--- src/mhpq_pkg.sv ---
// Shared constants for the max heap priority queue: sizes, command and status codes.
package mhpq_pkg;

  localparam int CAPACITY = 64;
  localparam int ADDR_W   = $clog2(CAPACITY);
  localparam int CNT_W    = $clog2(CAPACITY + 1);
  // Wide enough to hold a child index of any slot, including the right child of the last one.
  localparam int PTR_W    = ADDR_W + 2;

  localparam int DATA_W     = 32;
  localparam int CMD_W      = 2;
  localparam int ST_W       = 2;
  localparam int IN_DATA_W  = 32;
  localparam int OUT_DATA_W = 40;

  localparam logic [CMD_W-1:0] CMD_PUSH   = 2'd0;
  localparam logic [CMD_W-1:0] CMD_DELETE = 2'd1;
  localparam logic [CMD_W-1:0] CMD_QUERY  = 2'd2;

  localparam logic [ST_W-1:0] ST_OK        = 2'd0;
  localparam logic [ST_W-1:0] ST_NOT_FOUND = 2'd1;
  localparam logic [ST_W-1:0] ST_EMPTY     = 2'd2;
  localparam logic [ST_W-1:0] ST_FULL      = 2'd3;

endpackage

--- src/mhpq_ram.sv ---
// Generic single-write, single-read RAM with a registered read port.
module mhpq_ram #(
  parameter int WIDTH = 32,
  parameter int DEPTH = 64
) (
  input  logic                     clk,
  input  logic                     wr_en,
  input  logic [$clog2(DEPTH)-1:0] wr_addr,
  input  logic [WIDTH-1:0]         wr_data,
  input  logic                     rd_en,
  input  logic [$clog2(DEPTH)-1:0] rd_addr,
  output logic [WIDTH-1:0]         rd_data
);

  logic [WIDTH-1:0] mem [DEPTH];

  always_ff @(posedge clk) begin
    if (wr_en) begin
      mem[wr_addr] <= wr_data;
    end
    if (rd_en) begin
      rd_data <= mem[rd_addr];
    end
  end

endmodule

--- src/max_heap_priority_queue.sv ---
// Binary max heap priority queue held in one RAM, walked by a sequencer.
//
//  channel | direction | tdata (low bit up)                  | tuser
//  in_     | in        | value[31:0]                         | cmd[1:0]
//  out_    | out       | top_value[31:0], count[38:32], 0    | status[1:0]
//
// One word is taken only while the sequencer is idle, and each costs its walk through the RAM.
// Query and a refused push go straight to DONE; a push moves smaller parents down a level as it
// climbs, then writes the value. Delete scans for the value (not found if absent), moves each
// ancestor of the hit down a level, reads the last entry into the root hole and sifts it down.
// Reset (rst_n low, synchronous) empties the heap; RAM contents are left as they are.
// A result that is not taken holds the output register, and the sequencer then waits in DONE.
module max_heap_priority_queue (
  input  logic                        clk,
  input  logic                        rst_n,
  input  logic                        in_tvalid,
  output logic                        in_tready,
  input  logic [mhpq_pkg::IN_DATA_W-1:0]  in_tdata,   // value[31:0]
  input  logic [mhpq_pkg::CMD_W-1:0]      in_tuser,   // cmd[1:0]
  output logic                        out_tvalid,
  input  logic                        out_tready,
  output logic [mhpq_pkg::OUT_DATA_W-1:0] out_tdata,  // top_value[31:0], count[38:32]
  output logic [mhpq_pkg::ST_W-1:0]       out_tuser   // status[1:0]
);
  import mhpq_pkg::*;

  localparam logic [3:0] S_IDLE    = 4'd0;
  localparam logic [3:0] S_UP_RD   = 4'd1;
  localparam logic [3:0] S_UP_CMP  = 4'd2;
  localparam logic [3:0] S_SCAN    = 4'd3;
  localparam logic [3:0] S_SH_RD   = 4'd4;
  localparam logic [3:0] S_SH_WR   = 4'd5;
  localparam logic [3:0] S_LAST_RD = 4'd6;
  localparam logic [3:0] S_LAST_WR = 4'd7;
  localparam logic [3:0] S_SD_L    = 4'd8;
  localparam logic [3:0] S_SD_R    = 4'd9;
  localparam logic [3:0] S_SD_C    = 4'd10;
  localparam logic [3:0] S_DONE    = 4'd11;

  logic [3:0]               state_r, state_nxt;
  logic signed [DATA_W-1:0] val_r, val_nxt;
  logic signed [DATA_W-1:0] lval_r, lval_nxt;
  logic [ADDR_W-1:0]        pos_r, pos_nxt;
  logic [CNT_W-1:0]         cnt_r, cnt_nxt;
  logic [CNT_W-1:0]         scan_r, scan_nxt;
  logic                     pend_r, pend_nxt;
  logic [ST_W-1:0]          st_r, st_nxt;
  logic signed [DATA_W-1:0] root_r;

  logic                     out_valid_r;
  logic [ST_W-1:0]          out_st_r;
  logic [DATA_W-1:0]        out_top_r;
  logic [CNT_W-1:0]         out_cnt_r;
  logic                     out_load;

  logic                     wr_en;
  logic [ADDR_W-1:0]        wr_addr;
  logic [DATA_W-1:0]        wr_data;
  logic                     rd_en;
  logic [ADDR_W-1:0]        rd_addr;
  logic [DATA_W-1:0]        rd_data;
  logic signed [DATA_W-1:0] rd_val;

  logic [ADDR_W-1:0]        parent;
  logic [PTR_W-1:0]         lchild;
  logic [PTR_W-1:0]         rchild;
  logic [PTR_W-1:0]         cnt_ext;
  logic [CNT_W-1:0]         scan_prev;
  logic signed [DATA_W-1:0] cand;
  logic [ADDR_W-1:0]        cand_idx;
  logic                     cand_move;

  mhpq_ram #(
    .WIDTH(DATA_W),
    .DEPTH(CAPACITY)
  ) u_heap_ram (
    .clk    (clk),
    .wr_en  (wr_en),
    .wr_addr(wr_addr),
    .wr_data(wr_data),
    .rd_en  (rd_en),
    .rd_addr(rd_addr),
    .rd_data(rd_data)
  );

  assign rd_val    = $signed(rd_data);
  assign parent    = (pos_r - ADDR_W'(1)) >> 1;
  assign lchild    = {1'b0, pos_r, 1'b1};
  assign rchild    = lchild + PTR_W'(1);
  assign cnt_ext   = PTR_W'(cnt_r);
  assign scan_prev = scan_r - CNT_W'(1);

  assign in_tready  = (state_r == S_IDLE);
  assign out_tvalid = out_valid_r;
  assign out_tdata  = {1'b0, out_cnt_r, out_top_r};
  assign out_tuser  = out_st_r;
  assign out_load   = (state_r == S_DONE) && (!out_valid_r || out_tready);

  always_comb begin
    state_nxt = state_r;
    val_nxt   = val_r;
    lval_nxt  = lval_r;
    pos_nxt   = pos_r;
    cnt_nxt   = cnt_r;
    scan_nxt  = scan_r;
    pend_nxt  = pend_r;
    st_nxt    = st_r;
    wr_en     = 1'b0;
    wr_addr   = pos_r;
    wr_data   = val_r;
    rd_en     = 1'b0;
    rd_addr   = parent;
    cand      = val_r;
    cand_idx  = pos_r;
    cand_move = 1'b0;

    unique case (state_r)
      S_IDLE: begin
        if (in_tvalid) begin
          val_nxt = $signed(in_tdata[DATA_W-1:0]);
          st_nxt  = ST_OK;
          case (in_tuser)
            CMD_PUSH: begin
              if (cnt_r == CNT_W'(CAPACITY)) begin
                st_nxt    = ST_FULL;
                state_nxt = S_DONE;
              end else begin
                pos_nxt   = cnt_r[ADDR_W-1:0];
                cnt_nxt   = cnt_r + CNT_W'(1);
                state_nxt = S_UP_RD;
              end
            end
            CMD_DELETE: begin
              scan_nxt  = '0;
              pend_nxt  = 1'b0;
              state_nxt = S_SCAN;
            end
            default: begin
              st_nxt    = (cnt_r == '0) ? ST_EMPTY : ST_OK;
              state_nxt = S_DONE;
            end
          endcase
        end
      end

      // Sift-up with a hole: smaller parents slide down until the new value fits.
      S_UP_RD: begin
        if (pos_r == '0) begin
          wr_en     = 1'b1;
          state_nxt = S_DONE;
        end else begin
          rd_en     = 1'b1;
          state_nxt = S_UP_CMP;
        end
      end

      S_UP_CMP: begin
        wr_en = 1'b1;
        if (val_r > rd_val) begin
          wr_data   = rd_data;
          pos_nxt   = parent;
          state_nxt = S_UP_RD;
        end else begin
          state_nxt = S_DONE;
        end
      end

      // Reads are issued back to back; the data of the previous address is checked here.
      S_SCAN: begin
        if (pend_r && (rd_val == val_r)) begin
          pos_nxt   = scan_prev[ADDR_W-1:0];
          pend_nxt  = 1'b0;
          state_nxt = S_SH_RD;
        end else if (scan_r < cnt_r) begin
          rd_en    = 1'b1;
          rd_addr  = scan_r[ADDR_W-1:0];
          scan_nxt = scan_r + CNT_W'(1);
          pend_nxt = 1'b1;
        end else if (pend_r) begin
          pend_nxt = 1'b0;
        end else begin
          st_nxt    = ST_NOT_FOUND;
          state_nxt = S_DONE;
        end
      end

      S_SH_RD: begin
        if (pos_r == '0) begin
          state_nxt = S_LAST_RD;
        end else begin
          rd_en     = 1'b1;
          state_nxt = S_SH_WR;
        end
      end

      S_SH_WR: begin
        wr_en     = 1'b1;
        wr_data   = rd_data;
        pos_nxt   = parent;
        state_nxt = S_SH_RD;
      end

      // The last entry is read only after the ancestor shift has been written back.
      S_LAST_RD: begin
        cnt_nxt   = cnt_r - CNT_W'(1);
        rd_en     = 1'b1;
        rd_addr   = cnt_nxt[ADDR_W-1:0];
        state_nxt = S_LAST_WR;
      end

      S_LAST_WR: begin
        val_nxt   = rd_val;
        pos_nxt   = '0;
        state_nxt = (cnt_r == '0) ? S_DONE : S_SD_L;
      end

      S_SD_L: begin
        if (lchild >= cnt_ext) begin
          wr_en     = 1'b1;
          state_nxt = S_DONE;
        end else begin
          rd_en     = 1'b1;
          rd_addr   = lchild[ADDR_W-1:0];
          state_nxt = S_SD_R;
        end
      end

      S_SD_R: begin
        lval_nxt = rd_val;
        if (rchild < cnt_ext) begin
          rd_en     = 1'b1;
          rd_addr   = rchild[ADDR_W-1:0];
          state_nxt = S_SD_C;
        end else begin
          wr_en = 1'b1;
          if (rd_val > val_r) begin
            wr_data   = rd_data;
            pos_nxt   = lchild[ADDR_W-1:0];
            state_nxt = S_SD_L;
          end else begin
            state_nxt = S_DONE;
          end
        end
      end

      // On a tie the left child wins, and a child equal to the hole value stays put.
      S_SD_C: begin
        if (lval_r > val_r) begin
          cand      = lval_r;
          cand_idx  = lchild[ADDR_W-1:0];
          cand_move = 1'b1;
        end
        if (rd_val > cand) begin
          cand      = rd_val;
          cand_idx  = rchild[ADDR_W-1:0];
          cand_move = 1'b1;
        end
        wr_en = 1'b1;
        if (cand_move) begin
          wr_data   = cand;
          pos_nxt   = cand_idx;
          state_nxt = S_SD_L;
        end else begin
          state_nxt = S_DONE;
        end
      end

      S_DONE: begin
        if (out_load) begin
          state_nxt = S_IDLE;
        end
      end

      default: begin
        state_nxt = S_IDLE;
      end
    endcase
  end

  always_ff @(posedge clk) begin
    if (!rst_n) begin
      state_r     <= S_IDLE;
      cnt_r       <= '0;
      pend_r      <= 1'b0;
      out_valid_r <= 1'b0;
    end else begin
      state_r <= state_nxt;
      cnt_r   <= cnt_nxt;
      pend_r  <= pend_nxt;
      if (out_load) begin
        out_valid_r <= 1'b1;
      end else if (out_tready) begin
        out_valid_r <= 1'b0;
      end
    end
  end

  always_ff @(posedge clk) begin
    val_r  <= val_nxt;
    lval_r <= lval_nxt;
    pos_r  <= pos_nxt;
    scan_r <= scan_nxt;
    st_r   <= st_nxt;
    // The root is mirrored here so the top value needs no extra RAM read.
    if (wr_en && (wr_addr == '0)) begin
      root_r <= $signed(wr_data);
    end
    if (out_load) begin
      out_st_r  <= st_r;
      out_top_r <= (cnt_r == '0) ? '0 : root_r;
      out_cnt_r <= cnt_r;
    end
  end

endmodule

--- config.mk ---
export PLATFORM = sky130hd
export DESIGN_NAME = max_heap_priority_queue
export DESIGN_NICKNAME = d
export VERILOG_FILES = /design/src/mhpq_pkg.sv /design/src/mhpq_ram.sv /design/src/max_heap_priority_queue.sv
export SDC_FILE = /design/constraint.sdc
export NUM_CORES = 2
export LEC_CHECK = 0
export BUFFER_PORTS_ARGS = -buffer_cell sky130_fd_sc_hd__buf_2
export CAP_MARGIN = 20
export CORE_MARGIN = 5
export CORE_UTILIZATION = 45
export DETAILED_ROUTE_END_ITERATION = 8
export PLACE_DENSITY = 0.61
export SLEW_MARGIN = 0
export SYNTH_ARGS = -nofsm -noshare
export SYNTH_HDL_FRONTEND = slang
export SYNTH_SLANG_ARGS = --single-unit
--- constraint.sdc ---
create_clock -name clk -period 21.7 [get_ports clk]
set_input_delay 2.17 -clock clk [delete_from_list [all_inputs] [get_ports clk]]
set_output_delay 2.17 -clock clk [all_outputs]
set_load 0.02 [all_outputs]
# After elaboration in Yosys (flattened, before gate mapping)
# Memory sizes are Yosys's and may differ from the RTL's. A register that Yosys moved wholly into a read port is not among the register bits.
# Cells that the tools add are included.
# Widths: inputs -> output; s select.
dict set report op_classes {
  addsub 6
  n_lt_le_gt_ge 7
  n_reduce_logical 23
  muxes 79
  eq_ne 31
}
# cell count
set ops {}
lappend ops {{$mux 32} 8}
lappend ops {{$gt 32x32->1} 4}
lappend ops {{$pmux 32 s4} 1}
lappend ops {{$mux 6} 14}
lappend ops {{$pmux 32 s2} 1}
lappend ops {{$mux 7} 7}
lappend ops {{$pmux 4 s12} 1}
lappend ops {{$pmux 6 s7} 1}
lappend ops {{$eq 32x32->1} 1}
lappend ops {{$mux 4} 8}
lappend ops {{$pmux 7 s2} 2}
lappend ops {{$mux 2} 12}
lappend ops {{$ne 2x2->1 const B} 12}
lappend ops {{$pmux 6 s4} 1}
lappend ops {{$mux 1} 17}
lappend ops {{$eq 4x3->1 const B} 4}
lappend ops {{$eq 4x4->1 const B} 4}
lappend ops {{$add 7x1->7 const B} 2}
lappend ops {{$sub 6x1->6 const B} 2}
lappend ops {{$reduce_and 10->1} 1}
lappend ops {{$reduce_and 5->1} 2}
lappend ops {{$ne 3x3->1 const B} 3}
lappend ops {{$add 7x1->8 const B} 1}
lappend ops {{$eq 4x2->1 const B} 2}
lappend ops {{other kinds (27)} 35}
dict set report word_totals {
  inputBits 38
  ramBits 2048
  regBits 165
  mem_count 1
  word_cells 160
  out_inout_bits 44
}
# name depth width rd rd_ports_with_merged_regs wr line_no
set mem_list {}
lappend mem_list {u_heap_ram.mem 64 32 1 1 1 mhpq_ram.sv:15} ;# logic [WIDTH-1:0] mem [DEPTH];

# Depth between registers and ports, before layout
dict set report logic_depth {
  depth_word 8
  ltp_mapped 26
  depth_no_buf 23
}

# Modules after synthesis
# From an unflattened synthesis, not the netlist that was laid out.
dict set report unflattened {
  hier_cells 4365
  area_unflattened_um2 89956.3
}
# mod seq_area_each_um2 cells_per_inst n_inst area_each_um2
set modules_own_cells {}
lappend modules_own_cells {mhpq_ram 62459.9 3323 1 78823.1}
lappend modules_own_cells {max_heap_priority_queue 4824.6 1042 1 11133.2}

# Worst setup path before layout
# Ideal clock, no wire load.
dict set report synth_path {
  path_kind {register to register}
  start {reg val_r[18]}
  end {reg root_r[31], data pin}
  path_stages_with_launch 23
  required_time_ns 21.153
  arrival_ns 6.799
  setup_ns 0.547
  slack_ns 14.354
  n_path_buf 1
  period_less_slack_ns 7.346
  cell_sequence {edfxtp_1 inv_1 ha_1 a21o_1 a21o_1 a211o_1 a21o_1 a211o_1 a211oi_2 o211ai_1 mux2i_4 buf_1 mux2i_1 ha_1 a21o_1 a21o_1 a21o_1 a21o_1 a211o_1 a21o_1 or3_1 a31o_2 o211ai_1}
}
dict set report synth_between {
  elab_chain_cells 8
  elab_cells_between_ends 15
  cone_classes {order compare: 4; mux: 11}
}
# item line_no
set synth_lines {}
lappend synth_lines {{from (decl)} max_heap_priority_queue.sv:41} ;# logic signed [DATA_W-1:0] val_r, val_nxt;
lappend synth_lines {{from (signal assigned)} max_heap_priority_queue.sv:299} ;# val_r <= val_nxt;
lappend synth_lines {{$gt 32x32->1} max_heap_priority_queue.sv:248} ;# if (lval_r > val_r) begin
lappend synth_lines {{$mux 32} max_heap_priority_queue.sv:248}
lappend synth_lines {{$mux 32} max_heap_priority_queue.sv:117} ;# unique case (state_r)
lappend synth_lines {{$gt 32x32->1} max_heap_priority_queue.sv:253} ;# if (rd_val > cand) begin
lappend synth_lines {{$mux 1} max_heap_priority_queue.sv:253}
lappend synth_lines {{$mux 1} max_heap_priority_queue.sv:117}
lappend synth_lines {{$mux 32} max_heap_priority_queue.sv:259} ;# if (cand_move) begin
lappend synth_lines {{$pmux 32 s4 (*)} max_heap_priority_queue.sv:117}
lappend synth_lines {{via u_heap_ram.wr_data[31]} mhpq_ram.sv:9} ;# input logic [WIDTH-1:0] wr_data,
lappend synth_lines {{to (signal assigned)} max_heap_priority_queue.sv:306} ;# root_r <= $signed(wr_data);
lappend synth_lines {{to (decl)} max_heap_priority_queue.sv:48} ;# logic signed [DATA_W-1:0] root_r;
# The timed path passes the listed nets; every way through them passes the cells marked *. The select of a mux whose other input is x is not followed.
# A chain may end at the register's enable or synchronous reset.

# Worst setup path in the final report
dict set report layout_path {
  start {reg val_r[18]}
  end {mem u_heap_ram.mem[59][1], data pin}
}
dict set report layout_between {
  elab_chain_cells 8
  elab_cells_between_ends 15
  cone_classes {order compare: 4; mux: 11}
}
# item line_no
set layout_lines {}
lappend layout_lines {{$gt 32x32->1} max_heap_priority_queue.sv:248}
lappend layout_lines {{$mux 32} max_heap_priority_queue.sv:248}
lappend layout_lines {{$mux 32} max_heap_priority_queue.sv:117}
lappend layout_lines {{$gt 32x32->1} max_heap_priority_queue.sv:253}
lappend layout_lines {{$mux 1} max_heap_priority_queue.sv:253}
lappend layout_lines {{$mux 1} max_heap_priority_queue.sv:117}
lappend layout_lines {{$mux 32} max_heap_priority_queue.sv:259}
lappend layout_lines {{$pmux 32 s4 (*)} max_heap_priority_queue.sv:117}
lappend layout_lines {{via u_heap_ram.wr_data[1]} mhpq_ram.sv:9}
lappend layout_lines {{to (decl)} mhpq_ram.sv:15}
# Marks and branches as above.

==> out/results.ini <==
[outcome]
status=completed

[route]
wl_per_cell_um=30.07
postRouteAntennaNets=0
route.met2.wl_mm=131.1
drt_wl_total_mm=300.2
wl_met3_mm=33.75
met1Wirelength_mm=119.9
dr.pass1.iters=8
vias_per_cell=6.104
dr.max_layer_used=met5
drc=0
dr.first_iter.drc_count=8624
vias=60930

[timing]
min_period_over_period_pct=37.86
fin_skew_ns=0.03391
setup_viol=0
period_minus_slack_ns=8.215
hold_violations=0
fmax_mhz=121.7
rsz0062_at_grt=false
relSlewSlack_pct=22.97
drv_slew=0
setup_tns_ns=0
tightest_slew_ns=1.155

[min_path]
holdCritStartpoint=st_r[1]
min_path_type=flop to flop
whs_path_depth=0
hold_end=out_tuser[1]

[critical_path]
worst_r2r_startpoint=val_r[18]
crit_required_ns=22.22
worst_path_largest_cell_delay_ns=1.13
reg2reg_depth=24
critPathMaxFanout=40
critPathKind=flop to flop
worstPathArrival_ns=8.73
crit_slowest_cell=or4_2
crit_path_start_kind=flop
r2r_slack_ns=13.48
crit_path_end_kind=flop
cp_cell_sequence=inv_1 > ha_1 > a21o_1 > a21o_1 > a211o_1 > a21o_1 > a211o_1 > a211oi_2 > o211ai_1 > mux2i_4 > buf_4 > mux2i_1 > ha_1 > and4_1 > a31oi_1 > a21oi_1 > a211o_1 > a21o_1 > o211ai_1 > a31o_2 > nor2_1 > or4_2 > a221o_2 > buf_4
crit_start=val_r[18]
crit_top_cell=a21o_1
reg2reg_to=u_heap_ram.mem[59][1]

[die]
dieArea_um2=213400
ios=82
core_um2=204000
die_w_um=462.0
start_util_pct=45.07
rows=166
fp.dieH_um=462.0

[placement]
dp_hpwl_mm=152.8
place_inst=9573
port_buffers=80
globalplace.congestion=0.9316

[cts]
cts_max_level=4
cts_tree=built
cts_root_buf=clkbuf_16
ctsResizeCount=0
postCtsSetupBuffers=0
cts_buffers=220
clk_latency_ns=0.86
cts.sinks=2245
cts_hold_buffers=0
cts_buffer_depth=3
path_clk_slew_ns=0.06

[synthesis]
ys_ff_latch=2245
yosys-top-cells-area=edfxtp_1 73%, nand2_1 7.7%, nand3_1 5.4%
yosysMostFrequentCell=edfxtp_1
synth_edf_count=2232
yosysSeqAreaShare_pct=73.20
synth_cell_types=74
synth_top_area_share_pct=72.91
async_flop_share_pct=0
synthesis.nets=7219
synth_area_leader_cell=edfxtp_1
ys.flop_type=edfxtp_1
synth_cells=7060
ys_warn_count=0
avgSynthCellArea_um2=13.02
synth_area_um2=91920
synth_commonest_cells=2232 x edfxtp_1, 1895 x nand2_1, 999 x nand3_1, 265 x a21oi_1, 260 x clkbuf_1

[grt]
grt_pass1_vias=56890
overflow=0
antenna_found_initial=15
grt_start_max_net_pins=150
grt_pass1_wl_mm=421.8
grtUsageTotal_pct=27.71

[finish]
fillerInstances=17300
fin_cells=9981
regArea_um2=67280
syn_to_final_growth_pct=11.98
drive_above_1_share_pct=9.837
fin_nets=7273
fin_util_pct=50.47
multi_input_area_um2=23370

[job]
maxCapViolCount=0

per-stage QoR:
| step | hold WS, ns | setup WS (ns) | instance area [um^2] |
|---|---|---|---|
| after detailed placement | 0.4158 | 13.55 | 96040 |
| after CTS | 0.4347 | 13.47 | 102800 |
| after global routing | 0.4321 | 13.26 | 102900 |
| after global placement | 0.4081 | 13.62 | 96000 |
| final | 0.4324 | 13.48 | 102900 |
| after floorplan | 0.4003 | 14.35 | 91920 |
cell type report:
cell class,count,share of cell area (%)
diodes,4,0.009724
clock buffers,284,5.664
clock inverters,113,0.9031
inverters,53,0.1933
multi-input cells,4329,22.70
flip-flops and latches,2245,65.37
well taps,2688,3.267
repair buffers,265,1.896
logic make-up (layout without fill, tap and decap cells):
logic type               Yosys count  in the layout  synth area share [%]
other                              1              5              0.004080
AO/OA/AOI/OAI                    641            641                 4.701
AND/OR/NAND/NOR                 3364           3364                 16.08
flip-flops                      2245           2245                 73.20
adder cells (fa/ha/maj)          121            121                 1.647
multiplexers                     170            170                 1.908
XOR/XNOR                          32             32                0.3049
buffers and inverters            486            715                 2.152
state kept, by name, indices dropped and copies added (netlist names), 4 cells and up:
name and flops:
val_r 32, cnt_r 7, u_heap_ram.rd_data 32, out_cnt_r 7
root_r 32, out_top_r 32, lval_r 32, state_r 4
scan_r 7, u_heap_ram.mem 2048, pos_r 6
critical path: cells and delay by family (launching register included):
family	cells	cell delay [ns]
DFF	1	0.42
adders and majority gates	2	0.51
AOI/OAI and AO/OA	14	3.55
muxes	2	0.87
and+or+nand+nor	3	1.43
buffers and inverters	3	1.00
cells in the final DEF (no fill, tap or decap), drive strengths merged, types with 10 or more instances in the layout:
cell    netlist  final
buf         171    264
clkinv        0     91
xor2         10     10
edfxtp     2232   2232
nand3       999    999
ha          121    121
dfxtp        13     13
nor3         56     56
a221oi       12     12
nor2b        83     83
nand2b       15     15
inv          53     58
or4          33     33
a32oi        93     93
clkbuf      262    285
a21oi       265    265
o311a        31     31
or3          10     10
and3         46     46
and2         13     13
a31oi        73     73
mux2i       138    138
xnor2        22     22
a221o        35     35
a21o         29     29
bufinv        0     14
nand2      1895   1895
mux2         32     32
nor4         16     16
nand4        55     55
o21ai        36     36
nor2        118    118
layer usage:
layer  up-vias  GRT usage, %
li1      26130             -
met1     30690         38.85
met2      3521         41.28
met3       578         6.555
met4         2         12.64
met5         -             0
worst max-delay path by stage:
stage	endpoint	cells past startpoint
after floorplan	root_r[31]	22
after global placement	u_heap_ram.mem[26][1]	25
after detailed placement	u_heap_ram.mem[13][26]	24
after CTS	u_heap_ram.mem[37][26]	24
after global routing	u_heap_ram.mem[33][11]	24
final	u_heap_ram.mem[59][1]	24
Power is not shown: default switching activity piles up to over one toggle a cycle in this logic, so the estimate is an artifact.
